**config.mk**
```make
export PLATFORM = sky130hd
export DESIGN_NAME = histogram_edge_rebinner
export DESIGN_NICKNAME = d
export VERILOG_FILES = /design/src/hw/rtl/her_pkg.sv /design/src/hw/rtl/her_table.sv /design/src/hw/rtl/her_core.sv /design/src/hw/rtl/histogram_edge_rebinner.sv
export SDC_FILE = /design/constraint.sdc
export NUM_CORES = 2
export LEC_CHECK = 0
export BUFFER_PORTS_ARGS = -buffer_cell sky130_fd_sc_hd__buf_4
export CORE_MARGIN = 5
export CORE_UTILIZATION = 59
export CTS_CLUSTER_DIAMETER = 60
export DETAILED_ROUTE_END_ITERATION = 8
export PLACE_DENSITY = 0.76
export SLEW_MARGIN = 10
export SYNTH_ARGS = -nofsm -noshare
export SYNTH_HDL_FRONTEND = slang
export SYNTH_SLANG_ARGS = --single-unit
```
**constraint.sdc**
```tcl
create_clock -name clk -period 10.35 [get_ports clk]
set_input_delay 2.07 -clock clk [delete_from_list [all_inputs] [get_ports clk]]
set_output_delay 2.07 -clock clk [all_outputs]
set_load 0.01 [all_outputs]
```
**src/hw/rtl/her_pkg.sv**
```systemverilog
// Types, codes and constants of the histogram edge rebinner.
package her_pkg;

    localparam int MAX_NEW_EDGES_DEF = 64;
    localparam int EDGE_WIDTH_DEF    = 32;

    localparam int COUNT_W  = 7;
    localparam int INDEX_W  = 6;
    localparam int VALUE_W  = 32;
    localparam int SUM_W    = 48;
    localparam int STATUS_W = 2;

    localparam int APB_ADDR_W = 3;
    localparam int APB_DATA_W = 32;

    localparam logic [COUNT_W-1:0] COUNT_RESET = 7'd2;

    // word index of each register, taken from paddr[2]
    localparam logic REG_NEW_EDGE_COUNT = 1'b0;

    localparam logic KIND_LOAD = 1'b0;
    localparam logic KIND_DATA = 1'b1;

    localparam logic [STATUS_W-1:0] STATUS_OK    = 2'd0;
    localparam logic [STATUS_W-1:0] STATUS_INNER = 2'd1;
    localparam logic [STATUS_W-1:0] STATUS_OUTER = 2'd2;

    typedef enum logic [2:0] {
        PH_SEARCH  = 3'b001,
        PH_ACC     = 3'b010,
        PH_SWALLOW = 3'b100
    } her_phase_t;

    typedef struct packed {
        logic                      kind;
        logic [INDEX_W-1:0]        edge_index;
        logic signed [VALUE_W-1:0] edge_value;
        logic signed [VALUE_W-1:0] bin_content;
        logic                      last_edge;
    } her_in_t;

    typedef struct packed {
        logic [INDEX_W-1:0]      new_bin_index;
        logic signed [SUM_W-1:0] bin_sum;
        logic [STATUS_W-1:0]     status;
        logic                    last_result;
    } her_out_t;

endpackage

```
**src/hw/rtl/her_table.sv**
```systemverilog
// New edge table with one write port, one read port and registered read data.
module her_table
    import her_pkg::*;
#(
    parameter int DEPTH = MAX_NEW_EDGES_DEF,
    parameter int WIDTH = EDGE_WIDTH_DEF,
    parameter int AW    = $clog2(MAX_NEW_EDGES_DEF)
)
(
    input  logic                    clk,
    input  logic                    we,
    input  logic [AW-1:0]           waddr,
    input  logic signed [WIDTH-1:0] wdata,
    input  logic                    re,
    input  logic [AW-1:0]           raddr,
    output logic signed [WIDTH-1:0] rdata
);

    logic signed [WIDTH-1:0] mem [DEPTH];
    logic signed [WIDTH-1:0] rdata_reg;

    always_ff @(posedge clk)
    begin
        if (we)
        begin
            mem[waddr] <= wdata;
        end
        if (re)
        begin
            rdata_reg <= mem[raddr];
        end
    end

    assign rdata = rdata_reg;

endmodule

```
**src/hw/rtl/her_core.sv**
```systemverilog
// Compare and accumulate stage, stream state and result register.
module her_core
    import her_pkg::*;
#(
    parameter int MAX_NEW_EDGES = MAX_NEW_EDGES_DEF,
    parameter int EDGE_WIDTH    = EDGE_WIDTH_DEF,
    parameter int AW            = $clog2(MAX_NEW_EDGES_DEF)
)
(
    input  logic                         clk,
    input  logic                         rst_n,
    input  logic [COUNT_W-1:0]           new_edge_count,
    input  logic                         take,
    input  logic signed [EDGE_WIDTH-1:0] take_key,
    input  logic signed [VALUE_W-1:0]    take_content,
    input  logic                         take_last,
    input  logic signed [EDGE_WIDTH-1:0] table_edge,
    output logic                         can_take,
    output logic [AW-1:0]                read_index,
    output logic                         result_valid,
    input  logic                         result_stall,
    output her_out_t                     result
);

    localparam int FW = (AW + 1 > COUNT_W) ? AW + 1 : COUNT_W;
    localparam logic [FW-1:0] MAX_F = FW'(MAX_NEW_EDGES);
    localparam logic [FW-1:0] TWO_F = FW'(2);
    localparam logic [FW-1:0] ONE_F = FW'(1);

    logic                         s1_valid_reg, s1_valid_next;
    logic signed [EDGE_WIDTH-1:0] s1_key_reg;
    logic signed [SUM_W-1:0]      s1_content_reg;
    logic                         s1_last_reg;

    her_phase_t              phase_reg, phase_next;
    logic [AW-1:0]           target_reg, target_next;
    logic signed [SUM_W-1:0] sum_reg, sum_next;

    logic     res_valid_reg, res_valid_next;
    her_out_t res_reg, res_next;

    logic          fire;
    logic          emit;
    logic          is_lt;
    logic          is_gt;
    logic [FW-1:0] cnt_ext;
    logic [FW-1:0] cnt_eff;
    logic [FW-1:0] final_index;
    logic          at_final;
    logic [AW-1:0] target_dec;

    assign fire     = s1_valid_reg && (!res_valid_reg || !result_stall);
    assign can_take = !s1_valid_reg || fire;

    assign is_lt = s1_key_reg < table_edge;
    assign is_gt = s1_key_reg > table_edge;

    // clamp the register into 2..MAX_NEW_EDGES
    assign cnt_ext     = FW'(new_edge_count);
    assign cnt_eff     = (cnt_ext < TWO_F) ? TWO_F :
                         ((cnt_ext > MAX_F) ? MAX_F : cnt_ext);
    assign final_index = cnt_eff - ONE_F;
    assign at_final    = FW'(target_reg) >= final_index;
    assign target_dec  = target_reg - AW'(1);

    always_comb
    begin
        phase_next  = phase_reg;
        target_next = target_reg;
        sum_next    = sum_reg;
        emit        = 1'b0;
        res_next    = '0;

        case (phase_reg)
            PH_SEARCH:
            begin
                if (is_lt)
                begin
                    if (s1_last_reg)
                    begin
                        emit               = 1'b1;
                        res_next.status    = STATUS_OUTER;
                        res_next.last_result = 1'b1;
                        phase_next         = PH_SEARCH;
                    end
                end
                else if (is_gt)
                begin
                    emit                 = 1'b1;
                    res_next.status      = STATUS_INNER;
                    res_next.last_result = 1'b1;
                    phase_next           = s1_last_reg ? PH_SEARCH : PH_SWALLOW;
                end
                else if (s1_last_reg)
                begin
                    emit                 = 1'b1;
                    res_next.status      = STATUS_OUTER;
                    res_next.last_result = 1'b1;
                    phase_next           = PH_SEARCH;
                end
                else
                begin
                    phase_next  = PH_ACC;
                    target_next = AW'(1);
                    sum_next    = s1_content_reg;
                end
            end
            PH_ACC:
            begin
                if (is_lt)
                begin
                    if (s1_last_reg)
                    begin
                        emit                 = 1'b1;
                        res_next.status      = STATUS_OUTER;
                        res_next.last_result = 1'b1;
                        phase_next           = PH_SEARCH;
                    end
                    else
                    begin
                        sum_next = sum_reg + s1_content_reg;
                    end
                end
                else if (is_gt)
                begin
                    emit                 = 1'b1;
                    res_next.status      = STATUS_INNER;
                    res_next.last_result = 1'b1;
                    phase_next           = s1_last_reg ? PH_SEARCH : PH_SWALLOW;
                end
                else if (at_final)
                begin
                    // closing edge of the final new bin
                    emit                   = 1'b1;
                    res_next.new_bin_index = INDEX_W'(target_dec);
                    res_next.bin_sum       = sum_reg;
                    res_next.status        = STATUS_OK;
                    res_next.last_result   = 1'b1;
                    phase_next             = s1_last_reg ? PH_SEARCH : PH_SWALLOW;
                end
                else if (s1_last_reg)
                begin
                    emit                 = 1'b1;
                    res_next.status      = STATUS_OUTER;
                    res_next.last_result = 1'b1;
                    phase_next           = PH_SEARCH;
                end
                else
                begin
                    // inner edge: close this bin, open the next one
                    emit                   = 1'b1;
                    res_next.new_bin_index = INDEX_W'(target_dec);
                    res_next.bin_sum       = sum_reg;
                    res_next.status        = STATUS_OK;
                    target_next            = target_reg + AW'(1);
                    sum_next               = s1_content_reg;
                end
            end
            default:
            begin
                phase_next = s1_last_reg ? PH_SEARCH : PH_SWALLOW;
            end
        endcase

        // back to the start of a stream: drop target and sum
        if (phase_next == PH_SEARCH)
        begin
            target_next = '0;
            sum_next    = '0;
        end
    end

    // address for the request entering this cycle follows the updated target
    assign read_index = fire ? target_next : target_reg;

    always_comb
    begin
        s1_valid_next = s1_valid_reg;
        if (take)
        begin
            s1_valid_next = 1'b1;
        end
        else if (fire)
        begin
            s1_valid_next = 1'b0;
        end

        res_valid_next = res_valid_reg;
        if (fire && emit)
        begin
            res_valid_next = 1'b1;
        end
        else if (!result_stall)
        begin
            res_valid_next = 1'b0;
        end
    end

    always_ff @(posedge clk or negedge rst_n)
    begin
        if (!rst_n)
        begin
            s1_valid_reg  <= 1'b0;
            res_valid_reg <= 1'b0;
            phase_reg     <= PH_SEARCH;
            target_reg    <= '0;
            sum_reg       <= '0;
        end
        else
        begin
            s1_valid_reg  <= s1_valid_next;
            res_valid_reg <= res_valid_next;
            if (fire)
            begin
                phase_reg  <= phase_next;
                target_reg <= target_next;
                sum_reg    <= sum_next;
            end
        end
    end

    always_ff @(posedge clk)
    begin
        if (take)
        begin
            s1_key_reg     <= take_key;
            s1_content_reg <= SUM_W'(take_content);
            s1_last_reg    <= take_last;
        end
        if (fire && emit)
        begin
            res_reg <= res_next;
        end
    end

    assign result_valid = res_valid_reg;
    assign result       = res_reg;

endmodule

```
**src/hw/rtl/histogram_edge_rebinner.sv**
```systemverilog
// Histogram edge rebinner: top level with APB register, edge table and core.
//
// Rebins a histogram onto coarser, aligned edges. A request with kind 0
// writes one new edge into the table; a request with kind 1 streams one old
// edge (ascending) with the content of the old bin that starts there, and
// last_edge marks the final old edge. Old bins before the first new edge or
// after the last one are dropped; the others are summed into their new bin,
// and a result goes out when an old edge hits the next new edge exactly.
// A new edge missing among the old edges gives status 1, old edges running
// out too early give status 2; after an error or the final bin the block
// swallows requests up to the last edge. The block takes one request per
// cycle while the compare stage can advance: the edge table has one write
// and one read port and serves either the write of a load or the read of a
// data request in each cycle, and the read address for the next data
// request is the target edge as updated by the request in the compare
// stage. An accepted data request is registered into the compare stage
// together with its table read, compare and accumulate land in the result
// register; a held result stalls the compare stage, not the input, until
// one request is waiting. new_edge_count (byte address 0)
// holds the number of valid table entries and resets to 2; write it and the
// table only while no request is in flight. The table has no reset; every
// entry that a stream reaches must be loaded first.
module histogram_edge_rebinner
    import her_pkg::*;
#(
    parameter int MAX_NEW_EDGES = MAX_NEW_EDGES_DEF,
    parameter int EDGE_WIDTH    = EDGE_WIDTH_DEF
)
(
    input  logic                  clk,
    input  logic                  rst_n,
    // input requests
    input  logic                  item_valid,
    output logic                  item_stall,
    input  her_in_t               item,
    // results
    output logic                  result_valid,
    input  logic                  result_stall,
    output her_out_t              result,
    // register port
    input  logic                  psel,
    input  logic                  penable,
    input  logic                  pwrite,
    input  logic [APB_ADDR_W-1:0] paddr,
    input  logic [APB_DATA_W-1:0] pwdata,
    output logic [APB_DATA_W-1:0] prdata,
    output logic                  pready
);

    localparam int AW = (MAX_NEW_EDGES > 1) ? $clog2(MAX_NEW_EDGES) : 1;

    logic [COUNT_W-1:0] count_reg, count_next;

    logic                         accept;
    logic                         take;
    logic                         load_we;
    logic                         can_take;
    logic [63:0]                  edge_wide;
    logic signed [EDGE_WIDTH-1:0] edge_key;
    logic [AW-1:0]                read_index;
    logic signed [EDGE_WIDTH-1:0] table_edge;

    // register port: no wait states, one register in word 0
    assign pready = 1'b1;
    assign prdata = APB_DATA_W'(count_reg);

    always_comb
    begin
        count_next = count_reg;
        if (psel && penable && pwrite && (paddr[2] == REG_NEW_EDGE_COUNT))
        begin
            count_next = pwdata[COUNT_W-1:0];
        end
    end

    always_ff @(posedge clk or negedge rst_n)
    begin
        if (!rst_n)
        begin
            count_reg <= COUNT_RESET;
        end
        else
        begin
            count_reg <= count_next;
        end
    end

    // Hold the input whenever the compare stage is full and cannot advance.
    assign item_stall = !can_take;
    assign accept     = item_valid && !item_stall;
    assign take       = accept && (item.kind == KIND_DATA);

    // Drop loads whose index lies beyond the table.
    assign load_we = accept && (item.kind == KIND_LOAD) &&
                     ({26'b0, item.edge_index} < 32'(MAX_NEW_EDGES));

    // Sign-extend, then keep the table width; signed order is kept for EDGE_WIDTH from 32 to 64.
    assign edge_wide = {{32{item.edge_value[31]}}, item.edge_value};
    assign edge_key  = edge_wide[EDGE_WIDTH-1:0];

    her_table #(
        .DEPTH (MAX_NEW_EDGES),
        .WIDTH (EDGE_WIDTH),
        .AW    (AW)
    ) u_table (
        .clk   (clk),
        .we    (load_we),
        .waddr (AW'(item.edge_index)),
        .wdata (edge_key),
        .re    (take),
        .raddr (read_index),
        .rdata (table_edge)
    );

    her_core #(
        .MAX_NEW_EDGES (MAX_NEW_EDGES),
        .EDGE_WIDTH    (EDGE_WIDTH),
        .AW            (AW)
    ) u_core (
        .clk            (clk),
        .rst_n          (rst_n),
        .new_edge_count (count_reg),
        .take           (take),
        .take_key       (edge_key),
        .take_content   (item.bin_content),
        .take_last      (item.last_edge),
        .table_edge     (table_edge),
        .can_take       (can_take),
        .read_index     (read_index),
        .result_valid   (result_valid),
        .result_stall   (result_stall),
        .result         (result)
    );

endmodule

```
==> results.json <==
{
  "outcome": "finished with violations",
  "violations": "antenna violations",
  "maxCapViolations": 0,
  "grt_usage": 0.2680,
  "crit_start": "count_reg[4]$_DFFE_PN0P_",
  "synth_area_sq_um": 91870,
  "cts.htree.levels": 4,
  "clk_path_buf_depth": 3,
  "critPathMaxFanout": 114,
  "rsz0062_at_grt": "false",
  "vdd_drop_max_uv": 205.7,
  "syn_inst": 5451,
  "worstMarginPinSlew_ns": 1.177,
  "holdPathEnd": "u_core.phase_reg[0]$_DFFE_PN1P_",
  "yosys.area.top_type": "edfxtp_1",
  "postCtsSetupBuffers": 0,
  "ys.flop_type": "edfxtp_1",
  "synth_top_area_frac": 0.7197,
  "clockRootBuffer": "clkbuf_16",
  "power.leakage_nw": 32.01,
  "final-max-slew-violation-count": 0,
  "r2r_cells": 19,
  "synthDistinctLibCells": 90,
  "path_class": "reg2reg",
  "ios": 206,
  "hold_depth": 2,
  "reg2reg_to": "u_table.rdata[27]$_DFFE_PP_",
  "fin_crit_sh": 0.6763,
  "timing.setup.tns_ns": 0,
  "clk_pin_slew_worst_paths_ns": 0.06,
  "worstHoldStart": "u_core.phase_reg[0]$_DFFE_PN1P_",
  "startpoint_type": "flip-flop",
  "numCtsBuffers": 216,
  "ys_warn_count": 0,
  "synth_edf_count": 2202,
  "period_needed_ns": 7.000,
  "place.gp.congestion": 0.8346,
  "hp-class": "reg2reg",
  "grt_pass1_vias": 50271,
  "clock-sinks": 2268,
  "r2r_setup_slack_ns": 3.35,
  "fp.coreArea_sq_um": 154400,
  "cp.required_ns": 11.04,
  "clock_insertion_delay_worst_skew_ns": 0.85,
  "synth.area.top_cells": "edfxtp_1, mux2i_1, o22ai_1",
  "cts_tree": "done",
  "rows": 144,
  "ys_ff_latch": 2268,
  "grt_overflow_total": 0,
  "hold_violations": 0,
  "die_y_um": 404.6,
  "antenna_found_initial": 11,
  "grt_pass1_wl_um": 324900,
  "p_per_area_nw_per_um2": 184.9,
  "wl_per_cell_um": 28.50,
  "final_cell_area_sq_um": 102500,
  "dr.pass1.iters": 6,
  "placed_area_sq_um": 95580,
  "fin_hold_ws_ns": 0.4809,
  "drc": 0,
  "routed_wl_um": 223900,
  "initial_core_util": 0.5950,
  "vias": 51511,
  "syn2layout_area_growth_pct": 11.56,
  "grt_max_degree": 150,
  "critPathArrivalTime_ns": 7.69,
  "dpl.hpwl_um": 115100,
  "ctsResizeCount": 0,
  "maxSlewHeadroom": 0.2134,
  "max_freq_mhz": 142.9,
  "ant_nets": 1,
  "seq_area_frac_synth": 0.7377,
  "layout.nets": 5822,
  "setup_viol": 0,
  "io_buffers": 152,
  "async_flop_share": 0.02910,
  "cts_hold_buffers": 0,
  "synth_most_common_cell": "edfxtp_1",
  "drive_gt1_frac": 0.1628,
  "die_w_um": 404.6,
  "dieArea_sq_um": 163700,
  "finClkSkew_ns": 0.04512,
  "netlist_top_cells_count": "edfxtp_1, mux2i_1, o22ai_1",
  "largest_reg_flops": 2048,
  "drt_iter0_drc": 6053,
  "r2r_start": "count_reg[4]$_DFFE_PN0P_",
  "syn_area_per_cell_sq_um": 16.85,
  "end_kind": "flip-flop",
  "routed_via_density": 6.557
}
[where the power goes]
part / total (mW) / internal [mW] / switching [mW]
Sequential: 10.3 / 10.2 / 0.0999
Clock: 7.63 / 4.27 / 3.36
Combinational: 1.02 / 0.391 / 0.632
[cells by family after synthesis]
family,count (synthesis),share of synthesized area
simple gates,516,0.02874
compound gates,1067,0.07616
flops,2268,0.7377
other cells,2,0.00008174
xor+xnor,48,0.004576
mux,1059,0.1191
buf+inv,400,0.02111
fa+ha+maj,91,0.01247
[cell usage in the layout (no fill, tap or decap), types with 11 or more instances in the layout]
cell / count
dfrtp_1: 64
nor3_1: 13
inv_1: 52
nand4_1: 43
conb_1: 26
clkbuf_1: 56
buf_4: 255
edfxtp_1: 2202
mux2_2: 265
o21a_1: 12
mux2i_1: 793
xnor2_1: 34
clkbuf_16: 219
o22ai_1: 640
a21o_1: 47
nand2_1: 123
buf_12: 15
nor2_4: 65
or4_1: 33
clkinv_1: 52
xor2_1: 14
a21oi_1: 63
o21ai_0: 73
nor2_1: 73
a22oi_1: 129
ha_1: 90
a22o_1: 28
clkinv_2: 40
a31oi_1: 12
nor2b_1: 11
and2_1: 59
nand3_1: 28
bufinv_16: 14
[stage by stage]
stage,setup slack (ns),utilization,instances,power [mW]
floorplan,5.012,-,5475,11.14
global placement,3.667,0.6190,7443,11.46
detailed placement,3.558,0.6190,7443,11.50
CTS,3.477,0.6636,7847,19.02
global route,2.955,0.6636,7847,19.55
finish,3.350,0.6638,7856,18.96
[worst max path at each step]
stage                     slack [ns]                          end
after global placement          3.67  u_table.rdata[27]$_DFFE_PP_
final                           3.35  u_table.rdata[27]$_DFFE_PP_
after floorplan                 5.01   u_core.result[0]$_DFFE_PP_
after global routing            2.96  u_table.rdata[27]$_DFFE_PP_
after detailed placement        3.56  u_table.rdata[19]$_DFFE_PP_
after CTS                       3.48  u_table.rdata[27]$_DFFE_PP_
[worst max-delay path: stages (launching register included)]
cell and delay [ns]:
dfrtp_1 0.48, or4_4 0.57, o21ai_0 0.28, ha_1 0.31
nor2b_1 0.10, a21oi_1 0.12, a21oi_1 0.08, ha_1 0.30
a21o_1 0.18, a21oi_1 0.12, o21ai_0 0.20, a211o_1 0.39
a21oi_1 0.30, nand4_1 0.20, a21oi_4 0.87, buf_12 0.54
mux2i_1 0.33, o22ai_1 0.14, or4_1 0.79, nor2_1 0.18
[final cells by class]
type	instances	area, sq um
well taps	2044	2557
diodes	9	22.52
clock buffers	278	5732
clock inverters	126	1162
repair buffers	270	2215
flip-flops and latches	2268	67780
inverters	54	202.7
multi-input cells	2807	22820
fillers	10049	51920
[layer usage]
| metal | up-vias | track usage | share of wire |
|---|---|---|---|
| li1 | 22255 | - | - |
| met1 | 26103 | 0.3696 | 0.39 |
| met2 | 2691 | 0.4348 | 0.48 |
| met3 | 452 | 0.05547 | 0.10 |
| met4 | 10 | 0.08617 | 0.032 |
| met5 | - | 0 | 0.00026 |
Note: power is estimated with default switching activity, not from simulation.
